--- src/rtl/mcti_pkg.sv ---
package mcti_pkg;

    // Sequencer phases of the card bus master.
    typedef enum logic [4:0] {
        PH_IDLE,
        PH_R_RST,
        PH_R_CKH,
        PH_R_CKL,
        PH_R_SET,
        PH_R_RSL,
        PH_B_BEG,
        PH_B_LOW,
        PH_B_HIGH,
        PH_C_CKH,
        PH_C_START,
        PH_W_LOW,
        PH_W_HIGH,
        PH_P_LOW,
        PH_P_HIGH,
        PH_P_IOH,
        PH_K_LOW,
        PH_K_PH,
        PH_K_PL
    } phase_t;

    localparam logic [1:0] OP_ATR     = 2'd0;
    localparam logic [1:0] OP_COMMAND = 2'd1;
    localparam logic [1:0] OP_READ    = 2'd2;

    // Commands after which the card runs an internal processing cycle.
    localparam logic [7:0] CMD_UPDATE_MAIN     = 8'h38;
    localparam logic [7:0] CMD_WRITE_PROTECT   = 8'h3C;
    localparam logic [7:0] CMD_COMPARE_VERIFY  = 8'h33;
    localparam logic [7:0] CMD_UPDATE_SECURITY = 8'h39;

    localparam logic [31:0] ATR_BLANK = 32'h0000_00FF;

    localparam int CFG_DATA_W  = 16;
    localparam int CFG_INDEX_W = 1;
    localparam logic [CFG_INDEX_W-1:0] CFG_HALF_PERIOD = 1'b0;
    localparam logic [CFG_INDEX_W-1:0] CFG_SETTLE      = 1'b1;

    localparam logic [7:0]  HALF_PERIOD_RESET = 8'd1;
    localparam logic [15:0] SETTLE_RESET      = 16'd111;

    localparam int QUEUE_DEPTH_DEF = 2;

    typedef struct packed {
        logic [7:0]  half_period_ticks;
        logic [15:0] settle_ticks;
    } mcti_cfg_t;

    // One classified tick as it travels from the front to the sequencer.
    typedef struct packed {
        logic        start;
        logic [1:0]  opcode;
        logic [23:0] shift;
        logic        write_class;
        logic        io;
    } mcti_req_t;

    typedef struct packed {
        logic clk;
        logic rst;
        logic io;
        logic drv;
    } pins_t;

    typedef struct packed {
        pins_t       pins;
        logic        busy;
        logic        byte_valid;
        logic [7:0]  read_byte;
        logic        atr_valid;
        logic [31:0] atr_word;
        logic        atr_ok;
    } mcti_res_t;

endpackage

--- src/rtl/memory_card_three_wire_interface.sv ---
// Pin-level bus master for a three-wire memory card. Every request on the input
// channel is one base tick carrying the sampled IO level and, when start_req is
// set while the master is idle, an operation: answer-to-reset, send command, or
// read byte. Each request yields exactly one response with the pin levels to drive
// after that tick plus done flags for a read byte or an answer-to-reset word.
// The master takes one request per clock cycle: the classifying front feeds a
// small queue, and the sequencer behind it advances one tick per cycle into an
// output register, so a stalled output fills the queue before in_ready drops.
// Pin timing is counted in ticks, set by half_period_ticks and settle_ticks;
// write these only while no request is in flight.
module memory_card_three_wire_interface #(
    parameter int QUEUE_DEPTH = mcti_pkg::QUEUE_DEPTH_DEF
) (
    input  logic                              clk,
    input  logic                              rst_n,
    input  logic                              cfg_write,
    input  logic [mcti_pkg::CFG_INDEX_W-1:0]  cfg_index,
    input  logic [mcti_pkg::CFG_DATA_W-1:0]   cfg_data,
    input  logic                              in_valid,
    output logic                              in_ready,
    input  logic                              start_req,
    input  logic [1:0]                        opcode,
    input  logic [7:0]                        command_byte,
    input  logic [7:0]                        address_byte,
    input  logic [7:0]                        write_data,
    input  logic                              io_in,
    output logic                              out_valid,
    input  logic                              out_ready,
    output logic                              clock_pin,
    output logic                              reset_pin,
    output logic                              io_out,
    output logic                              io_drive,
    output logic                              busy_res,
    output logic                              byte_valid,
    output logic [7:0]                        read_byte,
    output logic                              atr_valid,
    output logic [31:0]                       atr_word,
    output logic                              atr_ok
);
    import mcti_pkg::*;

    logic [7:0]  half_period_ticks_reg;
    logic [15:0] settle_ticks_reg;
    mcti_cfg_t   cfg;
    mcti_req_t   front_req;
    mcti_req_t   q_data;
    logic        q_valid;
    logic        q_pop;
    mcti_res_t   res;

    always_ff @(posedge clk or negedge rst_n)
    begin
        if (!rst_n)
        begin
            half_period_ticks_reg <= HALF_PERIOD_RESET;
            settle_ticks_reg      <= SETTLE_RESET;
        end
        else if (cfg_write)
        begin
            case (cfg_index)
                CFG_HALF_PERIOD: half_period_ticks_reg <= cfg_data[7:0];
                CFG_SETTLE:      settle_ticks_reg      <= cfg_data[15:0];
                default:         ;
            endcase
        end
    end

    assign cfg.half_period_ticks = half_period_ticks_reg;
    assign cfg.settle_ticks      = settle_ticks_reg;

    mcti_front u_front (
        .start_req    (start_req),
        .opcode       (opcode),
        .command_byte (command_byte),
        .address_byte (address_byte),
        .write_data   (write_data),
        .io_in        (io_in),
        .req          (front_req)
    );

    mcti_queue #(
        .DEPTH (QUEUE_DEPTH)
    ) u_queue (
        .clk        (clk),
        .rst_n      (rst_n),
        .push_valid (in_valid),
        .push_ready (in_ready),
        .push_data  (front_req),
        .pop_valid  (q_valid),
        .pop        (q_pop),
        .pop_data   (q_data)
    );

    mcti_back u_back (
        .clk       (clk),
        .rst_n     (rst_n),
        .cfg       (cfg),
        .q_valid   (q_valid),
        .q_data    (q_data),
        .q_pop     (q_pop),
        .out_valid (out_valid),
        .out_ready (out_ready),
        .res       (res)
    );

    assign clock_pin  = res.pins.clk;
    assign reset_pin  = res.pins.rst;
    assign io_out     = res.pins.io;
    assign io_drive   = res.pins.drv;
    assign busy_res   = res.busy;
    assign byte_valid = res.byte_valid;
    assign read_byte  = res.read_byte;
    assign atr_valid  = res.atr_valid;
    assign atr_word   = res.atr_word;
    assign atr_ok     = res.atr_ok;

endmodule

--- src/rtl/mcti_front.sv ---
module mcti_front (
    input  logic               start_req,
    input  logic [1:0]         opcode,
    input  logic [7:0]         command_byte,
    input  logic [7:0]         address_byte,
    input  logic [7:0]         write_data,
    input  logic               io_in,
    output mcti_pkg::mcti_req_t req
);
    import mcti_pkg::*;

    // A start with an unknown opcode is cleared here, so the sequencer only starts real operations.
    always_comb
    begin
        req.start       = start_req && (opcode inside {OP_ATR, OP_COMMAND, OP_READ});
        req.opcode      = opcode;
        req.shift       = {write_data, address_byte, command_byte};
        req.write_class = command_byte inside {CMD_UPDATE_MAIN, CMD_WRITE_PROTECT,
                                               CMD_COMPARE_VERIFY, CMD_UPDATE_SECURITY};
        req.io          = io_in;
    end

endmodule

--- src/rtl/mcti_queue.sv ---
module mcti_queue #(
    parameter int DEPTH = 2
) (
    input  logic               clk,
    input  logic               rst_n,
    input  logic               push_valid,
    output logic               push_ready,
    input  mcti_pkg::mcti_req_t push_data,
    output logic               pop_valid,
    input  logic               pop,
    output mcti_pkg::mcti_req_t pop_data
);
    import mcti_pkg::*;

    localparam int PTR_W = $clog2(DEPTH);
    localparam int CNT_W = $clog2(DEPTH + 1);

    mcti_req_t          entry_reg [DEPTH];
    logic [PTR_W-1:0]   wr_ptr_reg;
    logic [PTR_W-1:0]   rd_ptr_reg;
    logic [CNT_W-1:0]   count_reg;
    logic               do_push;
    logic               do_pop;

    assign push_ready = count_reg != CNT_W'(DEPTH);
    assign pop_valid  = count_reg != '0;
    assign pop_data   = entry_reg[rd_ptr_reg];
    assign do_push    = push_valid && push_ready;
    assign do_pop     = pop && pop_valid;

    always_ff @(posedge clk)
    begin
        if (do_push)
        begin
            entry_reg[wr_ptr_reg] <= push_data;
        end
    end

    always_ff @(posedge clk or negedge rst_n)
    begin
        if (!rst_n)
        begin
            wr_ptr_reg <= '0;
            rd_ptr_reg <= '0;
            count_reg  <= '0;
        end
        else
        begin
            if (do_push)
            begin
                wr_ptr_reg <= (wr_ptr_reg == PTR_W'(DEPTH - 1)) ? '0 : wr_ptr_reg + 1'b1;
            end
            if (do_pop)
            begin
                rd_ptr_reg <= (rd_ptr_reg == PTR_W'(DEPTH - 1)) ? '0 : rd_ptr_reg + 1'b1;
            end
            if (do_push && !do_pop)
            begin
                count_reg <= count_reg + 1'b1;
            end
            else if (do_pop && !do_push)
            begin
                count_reg <= count_reg - 1'b1;
            end
        end
    end

endmodule

--- src/rtl/mcti_back.sv ---
module mcti_back (
    input  logic               clk,
    input  logic               rst_n,
    input  mcti_pkg::mcti_cfg_t cfg,
    input  logic               q_valid,
    input  mcti_pkg::mcti_req_t q_data,
    output logic               q_pop,
    output logic               out_valid,
    input  logic               out_ready,
    output mcti_pkg::mcti_res_t res
);
    import mcti_pkg::*;

    typedef struct packed {
        phase_t      ph;
        pins_t       pins;
        logic [15:0] hold;
    } enter_t;

    // Pin levels and hold length of a phase. A zero settle time skips the
    // wait, so the following phase is entered in the same tick.
    function automatic enter_t enter_f(phase_t target, pins_t cur, logic wbit,
                                       logic [15:0] half, logic [15:0] settle);
        enter_t r;
        r.ph   = target;
        r.pins = cur;
        r.hold = half;
        case (target)
            PH_R_RST:
            begin
                r.pins.rst = 1'b1;
                r.pins.clk = 1'b0;
                r.pins.drv = 1'b0;
                r.hold     = settle;
                if (settle == '0)
                begin
                    r.ph       = PH_R_CKH;
                    r.pins.clk = 1'b1;
                    r.hold     = half;
                end
            end
            PH_R_CKH:   r.pins.clk = 1'b1;
            PH_R_CKL:   r.pins.clk = 1'b0;
            PH_R_SET:
            begin
                r.hold = settle;
                if (settle == '0)
                begin
                    r.ph       = PH_R_RSL;
                    r.pins.rst = 1'b0;
                    r.hold     = half;
                end
            end
            PH_R_RSL:   r.pins.rst = 1'b0;
            PH_B_BEG:
            begin
                r.pins.clk = 1'b1;
                r.pins.drv = 1'b0;
            end
            PH_B_LOW:   r.pins.clk = 1'b0;
            PH_B_HIGH:  r.pins.clk = 1'b1;
            PH_C_CKH:   r.pins.clk = 1'b1;
            PH_C_START:
            begin
                r.pins.drv = 1'b1;
                r.pins.io  = 1'b0;
            end
            PH_W_LOW:
            begin
                r.pins.clk = 1'b0;
                r.pins.io  = wbit;
            end
            PH_W_HIGH:  r.pins.clk = 1'b1;
            PH_P_LOW:
            begin
                r.pins.clk = 1'b0;
                r.pins.io  = 1'b0;
            end
            PH_P_HIGH:  r.pins.clk = 1'b1;
            PH_P_IOH:   r.pins.io  = 1'b1;
            PH_K_LOW:
            begin
                r.pins.clk = 1'b0;
                r.pins.drv = 1'b0;
            end
            PH_K_PH:    r.pins.clk = 1'b1;
            PH_K_PL:    r.pins.clk = 1'b0;
            default:
            begin
                r.ph   = PH_IDLE;
                r.hold = '0;
            end
        endcase
        return r;
    endfunction

    phase_t      phase_reg,      phase_next;
    logic        op_read_reg,    op_read_next;
    logic [23:0] shift_reg,      shift_next;
    logic [4:0]  bit_count_reg,  bit_count_next;
    logic [1:0]  byte_index_reg, byte_index_next;
    logic [15:0] hold_reg,       hold_next;
    logic [7:0]  gather_reg,     gather_next;
    logic [31:0] answer_reg,     answer_next;
    logic        np_reg,         np_next;
    pins_t       pins_reg,       pins_next;

    logic        out_valid_reg;
    mcti_res_t   res_reg;
    mcti_res_t   res_next;

    logic        pop;
    logic        go;
    phase_t      target;
    logic        wbit;
    logic        byte_done;
    logic        atr_done;
    logic [7:0]  gather_shift;
    logic [4:0]  bit_inc;
    logic [15:0] half;
    enter_t      ent;

    assign pop       = q_valid && (!out_valid_reg || out_ready);
    assign q_pop     = pop;
    assign out_valid = out_valid_reg;
    assign res       = res_reg;
    assign half      = {8'd0, (cfg.half_period_ticks == '0) ? 8'd1 : cfg.half_period_ticks};

    always_comb
    begin
        phase_next      = phase_reg;
        op_read_next    = op_read_reg;
        shift_next      = shift_reg;
        bit_count_next  = bit_count_reg;
        byte_index_next = byte_index_reg;
        hold_next       = hold_reg;
        gather_next     = gather_reg;
        answer_next     = answer_reg;
        np_next         = np_reg;
        pins_next       = pins_reg;
        go              = 1'b0;
        target          = PH_IDLE;
        wbit            = shift_reg[0];
        byte_done       = 1'b0;
        atr_done        = 1'b0;
        gather_shift    = {q_data.io, gather_reg[7:1]};
        bit_inc         = bit_count_reg + 5'd1;

        if (phase_reg == PH_IDLE)
        begin
            if (q_data.start)
            begin
                op_read_next = q_data.opcode == OP_READ;
                go           = 1'b1;
                case (q_data.opcode)
                    OP_ATR:     target = PH_R_RST;
                    OP_COMMAND:
                    begin
                        shift_next     = q_data.shift;
                        bit_count_next = '0;
                        np_next        = q_data.write_class;
                        target         = PH_C_CKH;
                    end
                    default:    target = PH_B_BEG;
                endcase
            end
        end
        else
        begin
            hold_next = hold_reg - 16'd1;
            if (hold_reg == 16'd1)
            begin
                case (phase_reg)
                    PH_R_RST:   begin go = 1'b1; target = PH_R_CKH; end
                    PH_R_CKH:   begin go = 1'b1; target = PH_R_CKL; end
                    PH_R_CKL:   begin go = 1'b1; target = PH_R_SET; end
                    PH_R_SET:   begin go = 1'b1; target = PH_R_RSL; end
                    PH_R_RSL:
                    begin
                        answer_next     = {31'd0, q_data.io};
                        byte_index_next = '0;
                        go              = 1'b1;
                        target          = PH_B_BEG;
                    end
                    PH_B_BEG:   begin go = 1'b1; target = PH_B_LOW; end
                    PH_B_LOW:   begin go = 1'b1; target = PH_B_HIGH; end
                    PH_B_HIGH:
                    begin
                        gather_next    = gather_shift;
                        bit_count_next = bit_inc;
                        if (bit_inc < 5'd8)
                        begin
                            go     = 1'b1;
                            target = PH_B_LOW;
                        end
                        else if (op_read_reg)
                        begin
                            byte_done  = 1'b1;
                            phase_next = PH_IDLE;
                        end
                        else
                        begin
                            // Byte i lands at bit i*8+1, above the leading bit.
                            answer_next     = answer_reg
                                            | (32'(gather_shift) << {byte_index_reg, 3'b001});
                            byte_index_next = byte_index_reg + 2'd1;
                            if (byte_index_reg == 2'd3)
                            begin
                                atr_done   = 1'b1;
                                phase_next = PH_IDLE;
                            end
                            else
                            begin
                                go     = 1'b1;
                                target = PH_B_BEG;
                            end
                        end
                    end
                    PH_C_CKH:   begin go = 1'b1; target = PH_C_START; end
                    PH_C_START: begin go = 1'b1; target = PH_W_LOW; end
                    PH_W_LOW:   begin go = 1'b1; target = PH_W_HIGH; end
                    PH_W_HIGH:
                    begin
                        shift_next     = {1'b0, shift_reg[23:1]};
                        bit_count_next = bit_inc;
                        wbit           = shift_reg[1];
                        go             = 1'b1;
                        target         = (bit_inc < 5'd24) ? PH_W_LOW : PH_P_LOW;
                    end
                    PH_P_LOW:   begin go = 1'b1; target = PH_P_HIGH; end
                    PH_P_HIGH:  begin go = 1'b1; target = PH_P_IOH; end
                    PH_P_IOH:
                    begin
                        if (np_reg)
                        begin
                            go     = 1'b1;
                            target = PH_K_LOW;
                        end
                        else
                        begin
                            phase_next = PH_IDLE;
                        end
                    end
                    PH_K_LOW, PH_K_PL:
                    begin
                        // The card signals the end of processing by releasing IO high.
                        if (q_data.io)
                        begin
                            phase_next = PH_IDLE;
                        end
                        else
                        begin
                            go     = 1'b1;
                            target = PH_K_PH;
                        end
                    end
                    PH_K_PH:    begin go = 1'b1; target = PH_K_PL; end
                    default:    phase_next = PH_IDLE;
                endcase
            end
        end

        ent = enter_f(target, pins_reg, wbit, half, cfg.settle_ticks);
        if (go)
        begin
            phase_next = ent.ph;
            pins_next  = ent.pins;
            hold_next  = ent.hold;
            if (target == PH_B_BEG)
            begin
                bit_count_next = '0;
                gather_next    = '0;
            end
        end

        res_next.pins       = pins_next;
        res_next.busy       = phase_next != PH_IDLE;
        res_next.byte_valid = byte_done;
        res_next.read_byte  = byte_done ? gather_next : 8'd0;
        res_next.atr_valid  = atr_done;
        res_next.atr_word   = atr_done ? answer_next : 32'd0;
        res_next.atr_ok     = atr_done && (answer_next != ATR_BLANK);
    end

    always_ff @(posedge clk or negedge rst_n)
    begin
        if (!rst_n)
        begin
            phase_reg      <= PH_IDLE;
            op_read_reg    <= 1'b0;
            shift_reg      <= '0;
            bit_count_reg  <= '0;
            byte_index_reg <= '0;
            hold_reg       <= '0;
            gather_reg     <= '0;
            answer_reg     <= '0;
            np_reg         <= 1'b0;
            pins_reg       <= '0;
            out_valid_reg  <= 1'b0;
        end
        else
        begin
            if (pop)
            begin
                phase_reg      <= phase_next;
                op_read_reg    <= op_read_next;
                shift_reg      <= shift_next;
                bit_count_reg  <= bit_count_next;
                byte_index_reg <= byte_index_next;
                hold_reg       <= hold_next;
                gather_reg     <= gather_next;
                answer_reg     <= answer_next;
                np_reg         <= np_next;
                pins_reg       <= pins_next;
                out_valid_reg  <= 1'b1;
            end
            else if (out_ready)
            begin
                out_valid_reg  <= 1'b0;
            end
        end
    end

    always_ff @(posedge clk)
    begin
        if (pop)
        begin
            res_reg <= res_next;
        end
    end

endmodule

--- config.mk ---
export PLATFORM = sky130hd
export DESIGN_NAME = memory_card_three_wire_interface
export DESIGN_NICKNAME = d
export VERILOG_FILES = /design/src/rtl/mcti_pkg.sv /design/src/rtl/memory_card_three_wire_interface.sv /design/src/rtl/mcti_front.sv /design/src/rtl/mcti_queue.sv /design/src/rtl/mcti_back.sv
export SDC_FILE = /design/constraint.sdc
export NUM_CORES = 1
export LEC_CHECK = 0
export ABC_AREA = 1
export ABC_CLOCK_PERIOD_IN_PS = 5020
export BUFFER_PORTS_ARGS = -buffer_cell sky130_fd_sc_hd__buf_2
export CAP_MARGIN = 10
export CELL_PAD_IN_SITES_DETAIL_PLACEMENT = 0
export CELL_PAD_IN_SITES_GLOBAL_PLACEMENT = 2
export CORE_UTILIZATION = 30
export CTS_BUF_LIST = sky130_fd_sc_hd__clkbuf_4 sky130_fd_sc_hd__clkbuf_8 sky130_fd_sc_hd__clkbuf_16
export DETAILED_ROUTE_END_ITERATION = 10
export PLACE_DENSITY_LB_ADDON = 0.1
export SLEW_MARGIN = 30
export SYNTH_ARGS = -nofsm -noshare
export SYNTH_HDL_FRONTEND = slang
export SYNTH_SLANG_ARGS = --single-unit
--- constraint.sdc ---
create_clock -name clk -period 5.02 [get_ports clk]
set_clock_uncertainty 0.1 [all_clocks]
set_input_delay 0.753 -clock clk [delete_from_list [all_inputs] [get_ports clk]]
set_output_delay 0.753 -clock clk [all_outputs]
set_load 0.02 [all_outputs]
==> flow_metrics.tcl <==
set metrics [dict create \
    p_leak_uw 0.00558 \
    cts_setup_buffers 0 \
    fin_crit_sh_pct 66.7 \
    synth_commonest_cells "nand2_1 (273), nor2_1 (185), o21ai_0 (168)" \
    synth_area_leaders "edfxtp_1 (28%), dfrtp_1 (27%), nand2_1 (9.1%)" \
    mappedNetlistArea_um2 11300 \
    antenna_left 0 \
    cp_num_buf_inv 5 \
    internal_power_uw 4690 \
    largest_reg_flops 58 \
    clkLatencyLatePin_ns 0.56 \
    cp.arrival_ns 3.55 \
    cts.sinks 233 \
    grt_pass1_vias 8847 \
    final_util_pct 36.0 \
    cts_tree "built" \
    max_stage_delay_ns 0.50 \
    path_clk_slew_ns 0.06 \
    die_w_um 196 \
    grt_antenna_before_repair 0 \
    dp_hpwl_um 21700 \
    cap_violations 0 \
    pwr-share-clk_pct 25.9 \
    start_util_pct 30.7 \
    critPathKind "reg2reg" \
    slew-limit-headroom_pct 40.6 \
    worst_pin_slew_ns 0.890 \
    cp-start-kind "flop" \
    syn_inst 1288 \
    synthArstFlopShare_pct 54.5 \
    comb_power_share_pct 35.7 \
    crit_family "simple AND/OR/NAND/NOR gates" \
    hold_viol 0 \
    fmax_mhz 299 \
    portBuffers 99 \
    p_sw_uw 3080 \
    drtIter0Drc 425 \
    ctsRootBufferMaster "clkbuf_16" \
    outcome "finished clean" \
    synth_edf_count 106 \
    grt_max_degree 62 \
    fin_tns_setup_ns 0 \
    drive_gt1_share_pct 16.7 \
    fp.dieArea_um2 38500 \
    num_rows 70 \
    wl_um 31100 \
    final_nets 1439 \
    cts-htree-levels 1 \
    ys_types 48 \
    cts_resized 0 \
    ys.flop_type "dfrtp_1" \
    synth_most_common_cell "nand2_1" \
    die_h_um 196 \
    crit_chain "nor2_8, nand2_4, nor2_8, inv_2, nor2_4, inv_2, nor2_2, inv_2, a21oi_2, inv_1, nor2_2, inv_1, o2111ai_1, nand2_1" \
    track_usage_pct 16.5 \
    required_ns 5.22 \
    coreArea_um2 36900 \
    swShare_pct 39.6 \
    hold_path_class "in2async" \
    gp_congestion 0.782 \
    synth_nets 1343 \
    area_growth_pct 17.3 \
    slew_viol_final 0 \
    io_pins 100 \
    num_vias 8867 \
    firstDrtPassIters 5 \
    via_per_inst 4.64 \
    yosysTopAreaCell "edfxtp_1" \
    slowest_stage "dfrtp_1" \
    p_seq_share_pct 38.3 \
    crit_path_frequent_cell "inv_2" \
    seq_area_frac_synth_pct 56.3 \
    grt_overflow 0 \
    rsz0062_at_grt "false" \
    drc 0 \
    grt_pass1_wl_um 50200 \
    wl_per_cell_um 16.3 \
    finalSetupViolations 0 \
    cts_hold_buf 0 \
    antenna_cells 0 \
    cts_buffers 28 \
    path_max_fanout 51 \
    irDropWorstVdd_mv 0.248 \
    avgSynthCellArea_um2 8.79 \
    synth_seq_cells 233 \
    power_density_nw_per_um2 585 \
    yosys_warnings 0 \
    clockBufferDepth 3 \
    period_needed_ns 3.35 \
    synth_top_area_share_pct 28.1 \
    endpoint_kind "flop" \
]
-- routing by layer --
| metal | wire length, um | vias up | global-route usage [%] |
|---|---|---|---|
| li1 | - | 4466 | - |
| met1 | 14600 | 4223 | 22.4 |
| met2 | 14900 | 138 | 27.4 |
| met3 | 915 | 40 | 2.42 |
| met4 | 681 | 0 | 4.22 |
| met5 | 0 | - | 0 |
-- per-stage QoR --
| step | hold WS, ns | std cells | area [um^2] | total power (uW) | setup WS, ns |
|---|---|---|---|---|---|
| 3_3_place_gp | 0.364 | 1858 | 12400 | 5870 | 1.60 |
| 6_report | 0.0618 | 1909 | 13300 | 7770 | 1.67 |
| 5_1_grt | 0.0813 | 1909 | 13300 | 8400 | 1.27 |
| 2_1_floorplan | 0.346 | 1288 | 11300 | 4960 | 1.97 |
| 3_5_place_dp | 0.363 | 1858 | 12400 | 5860 | 1.59 |
| 4_1_cts | 0.0721 | 1909 | 13300 | 7940 | 1.57 |
-- area by class of cell --
| type | count | area, um^2 |
|---|---|---|
| well taps | 504 | 631 |
| clock buffers | 39 | 802 |
| multi-input cells | 869 | 4240 |
| clock inverters | 12 | 113 |
| fillers | 3832 | 23600 |
| repair buffers | 110 | 584 |
| flip-flops and latches | 233 | 6370 |
| inverters | 142 | 533 |
-- power by group through the flow --
stage	Combinational (uW)	Sequential (uW)	Clock, uW
6_report	2780	2980	2010
5_1_grt	3180	3050	2170
4_1_cts	2860	2990	2100
3_5_place_dp	2850	3020	0
3_3_place_gp	2860	3020	0
2_1_floorplan	1830	3130	0
-- worst paths after layout --
check,startpoint,end,slack (ns),depth (start not counted)
max in group asynchronous,rst_n,half_period_ticks_reg[0],3.77,2
min in group clk,address_byte[6],u_queue.entry_reg[0][16],0.28,1
worst min register to register,u_queue.count_reg[0],u_queue.count_reg[0],0.37,1
worst max register to register,u_back.phase_reg[0],u_back.res[44],1.67,14
worst min-delay path,rst_n,u_back.answer_reg[7],0.06,1
worst max-delay path,u_back.phase_reg[0],u_back.res[44],1.67,14
-- placed cells by master, fill, tap and decap left out, types with 4 or more instances in the layout --
master     netlist  layout
nand2_1        273     273
nor2_1         185     183
o21ai_0        168     168
inv_1          125     124
dfrtp_1        120     120
edfxtp_1       106     106
buf_2            6      98
nand3_1         49      49
a21oi_1         37      37
clkbuf_16        0      28
o22ai_1         18      18
inv_2           14      15
nand4_1         14      14
nor3_1          12      12
nor2_2           9      11
buf_4            2      11
nand2_2         10      10
clkinv_1         3      10
mux2_2           9       9
xor2_1           9       9
clkbuf_4         0       8
nor4_1           7       7
o211ai_1         7       7
or2_2            7       7
dfstp_2          7       7
nor2_4           6       6
o21ai_1          5       5
ha_1             5       5
nand3_2          4       4
xnor2_1          4       4
-- kinds of logic after synthesis --
group	count (synthesis)	share of synthesized area [%]
muxes	12	1.16
AOI/OAI and AO/OA	254	12.1
and+or+nand+nor	585	22.6
xor gates and xnor gates	13	1.01
DFF	233	56.3
buffers and inverters	186	6.37
adders and majority gates	5	0.553
Power figures use the tool's default switching activity.
